[config.mk]
export PLATFORM = sky130hd
export DESIGN_NAME = heightmap_line_token_parser_unit
export DESIGN_NICKNAME = d
export VERILOG_FILES = /design/src/rtl/core/hmltp_pkg.sv /design/src/rtl/core/hmltp_parse.sv /design/src/rtl/core/heightmap_line_token_parser_unit.sv
export VERILOG_INCLUDE_DIRS = /design/src /design/src/rtl/core
export SDC_FILE = /design/constraint.sdc
export NUM_CORES = 1
export LEC_CHECK = 0
export BUFFER_PORTS_ARGS = -buffer_cell sky130_fd_sc_hd__buf_2
export CORE_AREA = 2 2 227 251
export CTS_BUF_LIST = sky130_fd_sc_hd__clkbuf_16
export CTS_CLUSTER_DIAMETER = 60
export CTS_CLUSTER_SIZE = 40
export DETAILED_ROUTE_END_ITERATION = 8
export DIE_AREA = 0 0 229 253
export GPL_ROUTABILITY_DRIVEN = 0
export HOLD_SLACK_MARGIN = 0.08
export PLACE_DENSITY = 0.89
export SYNTH_ARGS = -nofsm -noshare
export SYNTH_HDL_FRONTEND = slang
export SYNTH_SLANG_ARGS = --single-unit
[constraint.sdc]
create_clock -name clk -period 5.2 [get_ports clk]
set_clock_uncertainty 0.05 [all_clocks]
set_input_delay 1.04 -clock clk [delete_from_list [all_inputs] [get_ports clk]]
set_output_delay 1.04 -clock clk [all_outputs]
set_load 0.01 [all_outputs]
[src/rtl/core/assert_macros.svh]
// Assertion macros shared by the height map line parser RTL.
// Included by the modules that carry concurrent checks; no other dependencies.
`ifndef ASSERT_MACROS_SVH
`define ASSERT_MACROS_SVH

// Check a property on every rising clock edge, ignored while reset is asserted.
`define HMLTP_ASSERT(lbl, clk, rstn, prop, msg) \
	lbl: assert property (@(posedge clk) disable iff (!(rstn)) (prop)) else $error(msg);

// Check that a condition never holds outside reset.
`define HMLTP_NEVER(lbl, clk, rstn, cond, msg) \
	`HMLTP_ASSERT(lbl, clk, rstn, !(cond), msg)

`endif

[src/rtl/core/hmltp_pkg.sv]
// Types and constants for the height map line token parser.
// No dependencies; imported by hmltp_parse and the top level.
`default_nettype none

package hmltp_pkg;

	localparam int unsigned ResultQueueDepth = 4;

	// Character codes
	localparam logic [7:0] CH_SPACE = 8'h20;
	localparam logic [7:0] CH_COMMA = 8'h2C;
	localparam logic [7:0] CH_MINUS = 8'h2D;
	localparam logic [7:0] CH_ZERO  = 8'h30;
	localparam logic [7:0] CH_NINE  = 8'h39;
	localparam logic [7:0] CH_UPPER_A = 8'h41;
	localparam logic [7:0] CH_UPPER_F = 8'h46;
	localparam logic [7:0] CH_LOWER_X = 8'h78;

	// Input item kinds
	localparam logic KIND_TEXT = 1'b0;
	localparam logic KIND_EOL  = 1'b1;

	// Result word kinds
	localparam logic RES_POINT  = 1'b0;
	localparam logic RES_STATUS = 1'b1;

	localparam logic [3:0]  SUFFIX_LEN    = 4'd9;
	localparam logic [3:0]  HEX_START     = 4'd3;
	localparam logic [31:0] COLOR_WHITE   = 32'h00FF_FFFF;
	localparam logic [11:0] MAX_COLS_RESET = 12'd4095;

	// What one parse step produced
	typedef struct packed {
		logic        pt_valid;
		logic        st_valid;
		logic        st_ok;
		logic [31:0] x;
		logic [31:0] y;
		logic [31:0] z;
		logic [31:0] color;
	} parse_res_t;

	// One result word as it sits in the output queue
	typedef struct packed {
		logic        kind;
		logic [31:0] x;
		logic [31:0] y;
		logic [31:0] z;
		logic [31:0] color;
		logic        ok;
		logic        last;
	} result_t;

endpackage

`default_nettype wire

[src/rtl/core/hmltp_parse.sv]
// Per-character parse state machine and point arithmetic for one text line.
// Depends on hmltp_pkg and assert_macros.svh.
`default_nettype none
`include "assert_macros.svh"

module hmltp_parse import hmltp_pkg::*; #(
	parameter int unsigned SCALE_FACTOR = 20
) (
	input  wire logic        clk,
	input  wire logic        arst_n,
	input  wire logic        step_en,
	input  wire logic        kind,
	input  wire logic [7:0]  char_code,
	input  wire logic [11:0] row,
	input  wire logic [11:0] max_columns,
	output parse_res_t       res
);

	localparam logic [31:0] ScaleW = 32'(SCALE_FACTOR);

	typedef enum logic [2:0] {
		PH_IDLE   = 3'b001,
		PH_HEIGHT = 3'b010,
		PH_SUFFIX = 3'b100
	} phase_t;

	phase_t      phase_q, phase_d;
	logic [31:0] height_q, height_d;
	logic        neg_q, neg_d;
	logic        hstop_q, hstop_d;
	logic [31:0] color_q, color_d;
	logic [3:0]  scount_q, scount_d;
	logic        xstop_q, xstop_d;
	logic [12:0] col_q, col_d;
	logic [31:0] xacc_q, xacc_d;
	logic        err_q, err_d;
	logic        full_q, full_d;

	logic        is_dig, is_hexc;
	logic [3:0]  hexv;
	logic [31:0] hval, dflt, emit_color;
	logic [12:0] col_inc;
	logic        emit, status, set_err, past_max;

	assign is_dig  = (char_code >= CH_ZERO) && (char_code <= CH_NINE);
	assign is_hexc = is_dig || ((char_code >= CH_UPPER_A) && (char_code <= CH_UPPER_F));
	assign hexv    = is_dig ? char_code[3:0] : 4'(char_code - CH_UPPER_A + 8'd10);
	assign hval    = neg_q ? (32'd0 - height_q) : height_q;
	// 0x808 * h as shifts
	assign dflt    = COLOR_WHITE - ((hval << 11) + (hval << 3));
	assign col_inc = col_q + 13'd1;
	assign past_max = col_inc > {1'b0, max_columns};

	always_comb begin
		phase_d  = phase_q;
		height_d = height_q;
		neg_d    = neg_q;
		hstop_d  = hstop_q;
		color_d  = color_q;
		scount_d = scount_q;
		xstop_d  = xstop_q;
		col_d    = col_q;
		xacc_d   = xacc_q;
		err_d    = err_q;
		full_d   = full_q;
		emit       = 1'b0;
		emit_color = dflt;
		status     = 1'b0;
		set_err    = 1'b0;

		if (kind == KIND_TEXT) begin
			if (!err_q && !full_q) begin
				unique case (phase_q)
					PH_IDLE: begin
						if (char_code == CH_SPACE) begin
							phase_d = PH_IDLE;
						end else if (is_dig || char_code == CH_MINUS) begin
							neg_d    = (char_code == CH_MINUS);
							height_d = is_dig ? {28'd0, char_code[3:0]} : 32'd0;
							hstop_d  = 1'b0;
							phase_d  = PH_HEIGHT;
						end else begin
							set_err = 1'b1;
						end
					end
					PH_HEIGHT: begin
						if (is_dig) begin
							if (!hstop_q) begin
								height_d = (height_q << 3) + (height_q << 1)
									+ {28'd0, char_code[3:0]};
							end
						end else if (char_code == CH_MINUS) begin
							hstop_d = 1'b1;
						end else if (char_code == CH_SPACE) begin
							emit = 1'b1;
						end else if (char_code == CH_COMMA) begin
							phase_d  = PH_SUFFIX;
							scount_d = 4'd1;
							color_d  = 32'd0;
							xstop_d  = 1'b0;
						end else if (past_max) begin
							// stray character ends the token that fills the line
							emit = 1'b1;
						end else begin
							set_err = 1'b1;
						end
					end
					PH_SUFFIX: begin
						if (char_code == CH_SPACE) begin
							if (scount_q == SUFFIX_LEN) begin
								emit       = 1'b1;
								emit_color = color_q;
							end else begin
								set_err = 1'b1;
							end
						end else if (char_code == CH_COMMA || char_code == CH_LOWER_X
								|| is_hexc) begin
							if (scount_q >= SUFFIX_LEN) begin
								set_err = 1'b1;
							end else begin
								if (scount_q >= HEX_START && !xstop_q) begin
									if (is_hexc) begin
										color_d = (color_q << 4) + {28'd0, hexv};
									end else begin
										xstop_d = 1'b1;
									end
								end
								scount_d = scount_q + 4'd1;
							end
						end else begin
							set_err = 1'b1;
						end
					end
					default: set_err = 1'b1;
				endcase
			end
		end else begin
			if (!err_q && !full_q) begin
				if (phase_q == PH_HEIGHT) begin
					emit = 1'b1;
				end else if (phase_q == PH_SUFFIX) begin
					if (scount_q == SUFFIX_LEN) begin
						emit       = 1'b1;
						emit_color = color_q;
					end else begin
						set_err = 1'b1;
					end
				end
			end
			status = 1'b1;
		end

		if (set_err) begin
			err_d   = 1'b1;
			phase_d = PH_IDLE;
		end
		if (emit) begin
			col_d   = col_inc;
			xacc_d  = xacc_q + ScaleW;
			phase_d = PH_IDLE;
			if (past_max) begin
				full_d = 1'b1;
			end
		end

		res.pt_valid = emit;
		res.st_valid = status;
		res.st_ok    = !err_d;
		res.x        = xacc_q;
		res.y        = 32'(row) * ScaleW;
		res.z        = hval * ScaleW;
		res.color    = emit_color;

		// end of line: return the line state to reset
		if (status) begin
			phase_d  = PH_IDLE;
			height_d = 32'd0;
			neg_d    = 1'b0;
			hstop_d  = 1'b0;
			color_d  = 32'd0;
			scount_d = 4'd0;
			xstop_d  = 1'b0;
			col_d    = 13'd0;
			xacc_d   = 32'd0;
			err_d    = 1'b0;
			full_d   = 1'b0;
		end
	end

	always_ff @(posedge clk or negedge arst_n) begin
		if (!arst_n) begin
			phase_q  <= PH_IDLE;
			height_q <= '0;
			neg_q    <= 1'b0;
			hstop_q  <= 1'b0;
			color_q  <= '0;
			scount_q <= '0;
			xstop_q  <= 1'b0;
			col_q    <= '0;
			xacc_q   <= '0;
			err_q    <= 1'b0;
			full_q   <= 1'b0;
		end else if (step_en) begin
			phase_q  <= phase_d;
			height_q <= height_d;
			neg_q    <= neg_d;
			hstop_q  <= hstop_d;
			color_q  <= color_d;
			scount_q <= scount_d;
			xstop_q  <= xstop_d;
			col_q    <= col_d;
			xacc_q   <= xacc_d;
			err_q    <= err_d;
			full_q   <= full_d;
		end
	end

	// an errored line stops before it can fill, and a full line takes no error
	`HMLTP_NEVER(a_err_and_full, clk, arst_n, err_q && full_q, "line both errored and full")

endmodule

`default_nettype wire

[src/rtl/core/heightmap_line_token_parser_unit.sv]
// Top level of the height map line token parser: input stage, parser, result queue.
// Depends on hmltp_pkg, hmltp_parse and assert_macros.svh.
//
// The block takes one character word of a height map text line per cycle while
// the result queue has room, and returns point words (x = column*SCALE_FACTOR,
// y = row*SCALE_FACTOR, z = height*SCALE_FACTOR, color) and, at end of line, one
// status word with line_ok. A word is accepted into an input register; the parser
// updates its line state from that register and pushes zero, one or two result
// words into a four-word result queue whose head drives the output ports. With
// the output side always ready the block sustains one input word per cycle; an
// end of line that flushes a pending point yields two result words, and the input
// stage holds whenever the queue has fewer than two free entries, so the queue
// drain rate of one word per cycle sets the figure for bursts of such end-of-line
// words. A result shows at the outputs once the parser has written it from the
// input register into the queue. max_columns is written through the cfg channel,
// which is always ready; write it only while the block is idle.
`default_nettype none
`include "assert_macros.svh"

module heightmap_line_token_parser_unit import hmltp_pkg::*; #(
	parameter int unsigned SCALE_FACTOR = 20
) (
	input  wire logic               clk,
	input  wire logic               arst_n,
	// configuration write channel
	input  wire logic               cfg_valid,
	output      logic               cfg_ready,
	input  wire logic [11:0]        cfg_data,
	// input channel
	input  wire logic               in_valid,
	output      logic               in_ready,
	input  wire logic               kind,
	input  wire logic [7:0]         char_code,
	input  wire logic [11:0]        row,
	// output channel
	output      logic               out_valid,
	input  wire logic               out_ready,
	output      logic               result_kind,
	output      logic signed [31:0] x_pos,
	output      logic signed [31:0] y_pos,
	output      logic signed [31:0] z_pos,
	output      logic [31:0]        color,
	output      logic               line_ok,
	output      logic               last
);

	localparam int unsigned PtrW = $clog2(ResultQueueDepth);
	localparam int unsigned CntW = $clog2(ResultQueueDepth + 1);

	// configuration register
	logic [11:0] max_columns_q;

	// input stage
	logic        valid_s1;
	logic        kind_s1;
	logic [7:0]  char_s1;
	logic [11:0] row_s1;
	logic        fire;

	// result queue
	result_t         queue_q [ResultQueueDepth];
	logic [PtrW-1:0] wptr_q, rptr_q;
	logic [CntW-1:0] count_q;
	logic [CntW-1:0] n_push;
	logic            pop;
	logic            room2;
	result_t         word_a, word_b;
	result_t         head;

	parse_res_t res;

	assign cfg_ready = 1'b1;

	always_ff @(posedge clk or negedge arst_n) begin
		if (!arst_n) begin
			max_columns_q <= MAX_COLS_RESET;
		end else if (cfg_valid && cfg_ready) begin
			max_columns_q <= cfg_data;
		end
	end

	// advance the input register only when the queue can take two words
	assign room2    = count_q <= CntW'(ResultQueueDepth - 2);
	assign fire     = valid_s1 && room2;
	assign in_ready = !valid_s1 || fire;

	always_ff @(posedge clk or negedge arst_n) begin
		if (!arst_n) begin
			valid_s1 <= 1'b0;
		end else if (in_ready) begin
			valid_s1 <= in_valid;
		end
	end

	// payload needs no reset
	always_ff @(posedge clk) begin
		if (in_valid && in_ready) begin
			kind_s1 <= kind;
			char_s1 <= char_code;
			row_s1  <= row;
		end
	end

	hmltp_parse #(
		.SCALE_FACTOR(SCALE_FACTOR)
	) u_parse (
		.clk        (clk),
		.arst_n     (arst_n),
		.step_en    (fire),
		.kind       (kind_s1),
		.char_code  (char_s1),
		.row        (row_s1),
		.max_columns(max_columns_q),
		.res        (res)
	);

	// build the result words: a flushed point comes before the line status
	always_comb begin
		word_a.kind  = RES_POINT;
		word_a.x     = res.x;
		word_a.y     = res.y;
		word_a.z     = res.z;
		word_a.color = res.color;
		word_a.ok    = 1'b0;
		word_a.last  = !res.st_valid;

		word_b.kind  = RES_STATUS;
		word_b.x     = 32'd0;
		word_b.y     = 32'd0;
		word_b.z     = 32'd0;
		word_b.color = 32'd0;
		word_b.ok    = res.st_ok;
		word_b.last  = 1'b1;

		n_push = CntW'(res.pt_valid) + CntW'(res.st_valid);
		if (!fire) begin
			n_push = '0;
		end
	end

	assign pop = out_valid && out_ready;

	always_ff @(posedge clk or negedge arst_n) begin
		if (!arst_n) begin
			wptr_q  <= '0;
			rptr_q  <= '0;
			count_q <= '0;
		end else begin
			wptr_q  <= wptr_q + PtrW'(n_push);
			rptr_q  <= rptr_q + PtrW'(pop);
			count_q <= count_q + n_push - CntW'(pop);
		end
	end

	// write one or two words; the status word follows the point when both come
	always_ff @(posedge clk) begin
		if (fire) begin
			if (res.pt_valid) begin
				queue_q[wptr_q] <= word_a;
				if (res.st_valid) begin
					queue_q[wptr_q + PtrW'(1)] <= word_b;
				end
			end else if (res.st_valid) begin
				queue_q[wptr_q] <= word_b;
			end
		end
	end

	assign head        = queue_q[rptr_q];
	assign out_valid   = count_q != '0;
	assign result_kind = head.kind;
	assign x_pos       = $signed(head.x);
	assign y_pos       = $signed(head.y);
	assign z_pos       = $signed(head.z);
	assign color       = head.color;
	assign line_ok     = head.ok;
	assign last        = head.last;

	`HMLTP_NEVER(a_queue_overflow, clk, arst_n,
		count_q > CntW'(ResultQueueDepth), "result queue overflow")
	`HMLTP_ASSERT(a_eol_status, clk, arst_n,
		(fire && kind_s1 == KIND_EOL) |-> (res.st_valid && n_push != '0),
		"end of line without status")
	`HMLTP_ASSERT(a_status_last, clk, arst_n,
		(out_valid && result_kind == RES_STATUS) |-> last, "status word not marked last")

endmodule

`default_nettype wire
==> flow_summary.yaml, run 1 <==
floorplan:
  coreArea_um2: 55560
  core.rowCount: 91
  start_util: 0.5535
  dieArea_um2: 57940
  ios: 172
  die_w_um: 229
  die_h_um: 253
cts:
  htree_levels: 2
  cts_buffers: 37
  clock_latency_ns: 0.62
  clockRootBuffer: "clkbuf_16"
  numClockSinks: 598
  clk_pin_slew_worst_paths_ns: 0.11
  clk_path_buf_depth: 3
  cts_tree: "yes"
cells_and_area:
  instances_no_fill: 3785
  final_common_cell: "dfxtp_1"
  utilization: 0.6149
  fin_nets: 3261
  mostFrequentLayoutCells: "dfxtp_1, ha_1, nand2_1"
  syn2layout_area_growth_pct: 11.10
  antenna-diode-count: 0
  drive_gt1_frac: 0.1647
  fill_cells: 4172
sta:
  fin_tns_setup_ns: 0
  slew_violations: 0
  hold_viol_final: 0
  clock.fmax_mhz: 195.1
  finalCritPeriodShare: 0.9858
  fin_ws_ns: 0.07358
  tightest_slew_ns: 1.088
  slew_headroom: 0.2747
  finalCriticalPeriod_ns: 5.126
  setup_violations: 0
power:
  ir_drop_v: 0.0003352
  p_leak_nw: 14.75
  internal_power_mw: 10.19
  switchingPower_mw: 7.016
  combPwrFrac: 0.425
  sw_frac_of_total: 0.4078
  p_seq_frac: 0.367
  p_clk_frac: 0.208
  power_density_nw_per_um2: 503.6
  fin_total_pwr_mw: 17.20
global_route:
  grt_pass1_vias: 24590
  grt_pass1_wl_um: 131700
  track_usage: 0.2794
  grt_max_degree: 100
  gr-total-overflow: 0
  antenna_found_initial: 0
logic_synthesis:
  avgSynthCellArea_um2: 10.48
  synth_top_flop_cell: "dfxtp_1"
  ys_seq_elements: 598
  synthesis.area_um2: 30750
  seq_area_frac_synth: 0.4203
  ys_async_sr_fraction: 0.2291
  yosys_warnings: 0
  synth_edf_count: 25
  synth_cell_types: 80
  synthCells: 2934
critical_path:
  max_stage_delay_ns: 0.57
  worstSetupEndpointType: "flop"
  worstPathRequired_ns: 5.66
  cp_max_fo: 7
  crit_family: "compound AO/OA/AOI/OAI gates"
  setup.worst_path.start: "u_parse.height_q[8]"
  crit_chain: "or4_1, or4_4, o31ai_1, xnor2_1, inv_1, ha_1, ha_2, nand4_1, a21oi_1, o21ai_0, o2bb2ai_1, o31a_1, o221ai_2, a21oi_1, a31o_2, a221o_1"
  cp_num_buf_inv: 1
  rr_startpoint: "u_parse.height_q[8]"
  timing.critical_path.mode_cell: "a21oi_1"
  cp_slowest_cell: "or4_4"
  crit_arrival_ns: 5.59
  crit_path_start_kind: "flop"
  worstSetupPathType: "reg -> reg"
min_path:
  hp-class: "reg -> reg"
  min-delay-start: "u_parse.color_q[10]"
route:
  wl_per_cell_um: 22.39
  drt-initial-drc-count: 2810
  via_per_inst: 6.722
  routed-via-count: 25440
  ant_nets: 0
  drc: 0
  first_pass_iters: 6
  wirelength_um: 84750
place:
  hpwl_um: 56410
  io_buffers: 149
  dp_cells: 3706
  dp_slack_ns: 0.02515
flow_run:
  cap_violations: 0
outcome:
  outcome: "complete, no violations"
==> final cells by class <==
| class | count | area, µm² | area share |
|---|---|---|---|
| Multi-Input combinational cell | 2039 | 16780 | 0.4911 |
| Sequential cell | 598 | 12930 | 0.3785 |
| Timing Repair Buffer | 242 | 1688 | 0.04940 |
| Clock buffer | 38 | 950.9 | 0.02783 |
| Tap cell | 744 | 930.9 | 0.02725 |
| Clock inverter | 29 | 530.5 | 0.01553 |
| Inverter | 95 | 356.6 | 0.01044 |
==> kinds of logic (layout without fill, tap and decap cells) <==
family	Yosys count	count (layout)	share of synthesized area
adder cells (fa/ha/maj)	210	210	0.08666
AO/OA/AOI/OAI	927	927	0.2298
buffers and inverters	319	404	0.04288
AND/OR/NAND/NOR	623	625	0.09655
flip-flops	598	598	0.4203
XOR/XNOR	132	132	0.03833
other	2	22	0.0002442
multiplexers	123	123	0.08524
==> worst register-to-register path: stages, from the launching register on <==
cell and delay [ns]:
dfrtp_1 0.49, or4_1 0.56, or4_4 0.57, o31ai_1 0.37
xnor2_1 0.22, inv_1 0.15, ha_1 0.33, ha_2 0.38
nand4_1 0.14, a21oi_1 0.22, o21ai_0 0.11, o2bb2ai_1 0.15
o31a_1 0.33, o221ai_2 0.30, a21oi_1 0.15, a31o_2 0.26
a221o_1 0.30
==> state kept, by name, summed over array words and instances, names as in the netlist <==
| signal | cells |
|---|---|
| u_parse.full_q | 1 |
| u_parse.height_q | 30 |
| wptr_q | 2 |
| u_parse.xacc_q | 30 |
| u_parse.color_q | 32 |
| u_parse.neg_q | 1 |
| row_s1 | 12 |
| valid_s1 | 1 |
| u_parse.err_q | 1 |
| rptr_q | 2 |
| max_columns_q | 12 |
| kind_s1 | 1 |
| char_s1 | 8 |
| u_parse.col_q | 13 |
| u_parse.phase_q | 3 |
| u_parse.scount_q | 4 |
| u_parse.hstop_q | 1 |
| count_q | 3 |
| queue_q | 440 |
| u_parse.xstop_q | 1 |
==> power groups by stage <==
stage	clock network, mW	registers, mW	logic, mW
2_1_floorplan	0	6.03	4.94
3_3_place_gp	0	6.31	6.82
3_5_place_dp	0	6.37	6.97
4_1_cts	3.59	6.28	7.05
5_1_grt	3.76	6.41	7.76
6_report	3.57	6.32	7.31
==> path summary, 6_finish.rpt <==
check	slack (ns)	end	cells past startpoint
worst min-delay path	0.40	u_parse.color_q[14]	1
worst max register to register	0.07	queue_q[2][33]	16
min in group asynchronous	0.44	u_parse.xacc_q[29]	1
max in group asynchronous	3.41	u_parse.height_q[15]	2
worst min register to register	0.40	u_parse.color_q[14]	1
worst max-delay path	0.07	queue_q[2][33]	16
==> layer usage <==
layer	vias up	GRT usage	wire, µm
li1	11240	-	-
met1	12440	0.3666	33460
met2	1498	0.4473	39460
met3	264	0.05631	8121
met4	0	0.1275	3710
met5	-	0	0
==> what timing repair did <==
action	4_1_cts	5_1_grt
hold buffers	0	0
buffers inserted	0	8
pin swaps	0	4
gates resized for setup	1	28
gates cloned	1	3
endpoints found under the setup margin	8	251
==> synth_stat cells, types with 26 or more instances <==
library cell | n | area share
a21o_1 | 43 | 0.010
a21oi_1 | 130 | 0.021
a22o_1 | 193 | 0.055
a32o_1 | 161 | 0.052
buf_1 | 26 | 0.0032
clkbuf_1 | 152 | 0.019
dfrtp_1 | 124 | 0.10
dfxtp_1 | 436 | 0.28
ha_1 | 205 | 0.083
inv_1 | 95 | 0.012
mux4_2 | 110 | 0.081
nand2_1 | 204 | 0.025
nand2b_1 | 31 | 0.0063
nand3_1 | 49 | 0.0080
nor2_1 | 150 | 0.018
nor3_1 | 38 | 0.0062
o21ai_0 | 164 | 0.027
o2bb2ai_1 | 76 | 0.022
o31ai_1 | 27 | 0.0066
xnor2_1 | 71 | 0.020
xor2_1 | 59 | 0.017
==> metrics by stage <==
step | area, µm² | hold slack [ns]
2_1_floorplan | 30830 | 0.3698
3_5_place_dp | 32450 | 0.3896
6_report | 34170 | 0.3975
3_3_place_gp | 32450 | 0.3801
4_1_cts | 33940 | 0.3878
5_1_grt | 34170 | 0.4028
No activity file was read; power rests on OpenSTA's default activity.
==> run 2, diff against run 1 <==
--- a/config.mk
+++ b/config.mk
@@ -15,7 +15,7 @@
 export DIE_AREA = 0 0 229 253
 export GPL_ROUTABILITY_DRIVEN = 0
 export HOLD_SLACK_MARGIN = 0.08
-export PLACE_DENSITY = 0.89
+export PLACE_DENSITY_LB_ADDON = 0.1
 export SYNTH_ARGS = -nofsm -noshare
 export SYNTH_HDL_FRONTEND = slang
 export SYNTH_SLANG_ARGS = --single-unit
==> run 2 against run 1 <==
Compared with the run above: die area unchanged; largest cell class unchanged; largest power group unchanged; global-route usage up 0.66 points; core utilization rose by 0.12 points; combinational power decreased by 2%; maximum frequency grew 2.0%; final area is 0.20% higher; critical path depth unchanged; routed wire length is 0.77% higher; clock-buffer cell count rose by 6.
==> flow_summary.yaml, run 2 (synthesized netlist as in run 1, its figures left out) <==
critical_path:
  r2r-end: "queue_q[1][33]"
  crit_path_start_kind: "flop"
  cp_num_buf_inv: 1
  r2r_slack_ns: 0.18
  crit_arrival_ns: 5.44
  crit_family: "compound AO/OA/AOI/OAI gates"
  worstSetupEndpointType: "flop"
  worstPathRequired_ns: 5.62
  cp_max_fo: 6
  cp_slowest_cell: "or4_4"
  reg2reg_depth: 16
  worstSetupPathType: "reg -> reg"
  rr_startpoint: "u_parse.height_q[5]"
  crit_chain: "or4_4, or4_4, o41ai_4, xnor2_2, inv_1, ha_1, ha_1, nand4_1, a21oi_1, o21ai_0, o2bb2ai_1, o31a_1, o221ai_1, a21oi_1, a31o_2, a221o_1"
  max_stage_delay_ns: 0.60
sta:
  finalCriticalPeriod_ns: 5.024
  tightest_slew_ns: 1.201
  slew_headroom: 0.1995
  hold_ws_ns: 0.3992
  fin_tns_setup_ns: 0
  setup_violations: 0
  finalCritPeriodShare: 0.9661
  hold_viol_final: 0
  slew_violations: 0
  clock.fmax_mhz: 199.1
  fin_ws_ns: 0.1763
cts:
  numClockSinks: 598
  clockRootBuffer: "clkbuf_16"
  htree_levels: 2
  cts_tree: "yes"
  clk_pin_slew_worst_paths_ns: 0.07
  clk_path_buf_depth: 3
  cts_buffers: 43
  clock_latency_ns: 0.62
place:
  dp_cells: 3713
  io_buffers: 149
  dp_slack_ns: -0.1956
  hpwl_um: 57910
  placed_area_um2: 32460
cells_and_area:
  instances_no_fill: 3798
  regMostFlops: "queue_q"
  register_area_um2: 12930
  final_area_um2: 34230
  multi_input_area_um2: 16830
  mostFrequentLayoutCells: "dfxtp_1, nand2_1, ha_1"
  antenna-diode-count: 0
  utilization: 0.6161
  drive_gt1_frac: 0.1713
  fin_nets: 3268
  reg.largest.list: "queue_q: 440 flops, u_parse.color_q: 32 flops"
  syn2layout_area_growth_pct: 11.32
  largest_register_ffs: 440
  final_common_cell: "dfxtp_1"
  fill_cells: 4618
power:
  p_leak_nw: 14.82
  power_density_nw_per_um2: 504.1
  fin_total_pwr_mw: 17.26
  combPwrFrac: 0.415
  internal_power_mw: 10.31
  switchingPower_mw: 6.946
  sw_frac_of_total: 0.4025
  p_clk_frac: 0.217
  p_seq_frac: 0.368
  ir_drop_v: 0.0003899
global_route:
  grt_pass1_vias: 23950
  grt_max_degree: 143
  track_usage: 0.2860
  gr-total-overflow: 0
  grt_pass1_wl_um: 133100
  antenna_found_initial: 2
floorplan:
  die_w_um: 229
  ios: 172
  die_h_um: 253
  start_util: 0.5535
  coreArea_um2: 55560
  dieArea_um2: 57940
  core.rowCount: 91
outcome:
  outcome: "complete, no violations"
route:
  drc: 0
  via_per_inst: 6.446
  wirelength_um: 85410
  routed-via-count: 24480
  first_pass_iters: 6
  ant_nets: 0
  wl_per_cell_um: 22.49
  drt-initial-drc-count: 2011
min_path:
  hp-class: "in -> async"
flow_run:
  cap_violations: 0
## run 2: power groups by stage
stage | clock, mW | combinational (mW) | sequential (mW)
global route | 3.96 | 7.71 | 6.47
floorplan | 0 | 4.94 | 6.03
CTS | 3.80 | 7.09 | 6.34
detailed placement | 0 | 7.06 | 6.43
global placement | 0 | 6.91 | 6.36
finish | 3.75 | 7.16 | 6.35
## run 2: worst max path at each step
stage,startpoint,end,cells past startpoint
floorplan,u_parse.height_q[5],queue_q[0][63],17
finish,u_parse.height_q[5],queue_q[1][33],16
detailed placement,u_parse.col_q[3],u_parse.xacc_q[29],23
global placement,u_parse.col_q[3],u_parse.xacc_q[31],23
global route,u_parse.col_q[4],u_parse.xacc_q[29],23
CTS,u_parse.col_q[3],queue_q[2][0],21
## run 2: area by class of cell
type	instances	share of cell area
Multi-Input combinational cell	2037	0.4917
Sequential cell	598	0.3778
Timing Repair Buffer	245	0.04740
Clock buffer	44	0.03216
Tap cell	744	0.02719
Clock inverter	35	0.01334
Inverter	95	0.01042
## run 2: routing by layer
layer,vias to the layer above,share of wire,global-route usage
li1,11280,-,-
met1,12240,0.44,0.3913
met2,846,0.48,0.4812
met3,119,0.064,0.03863
met4,2,0.020,0.07087
met5,-,0.00014,0
## run 2: timing repair
item,CTS,global route
hold buffers,0,0
gates resized for setup,8,32
pin swaps,2,6
setup endpoints to repair,96,386
buffers inserted,1,5
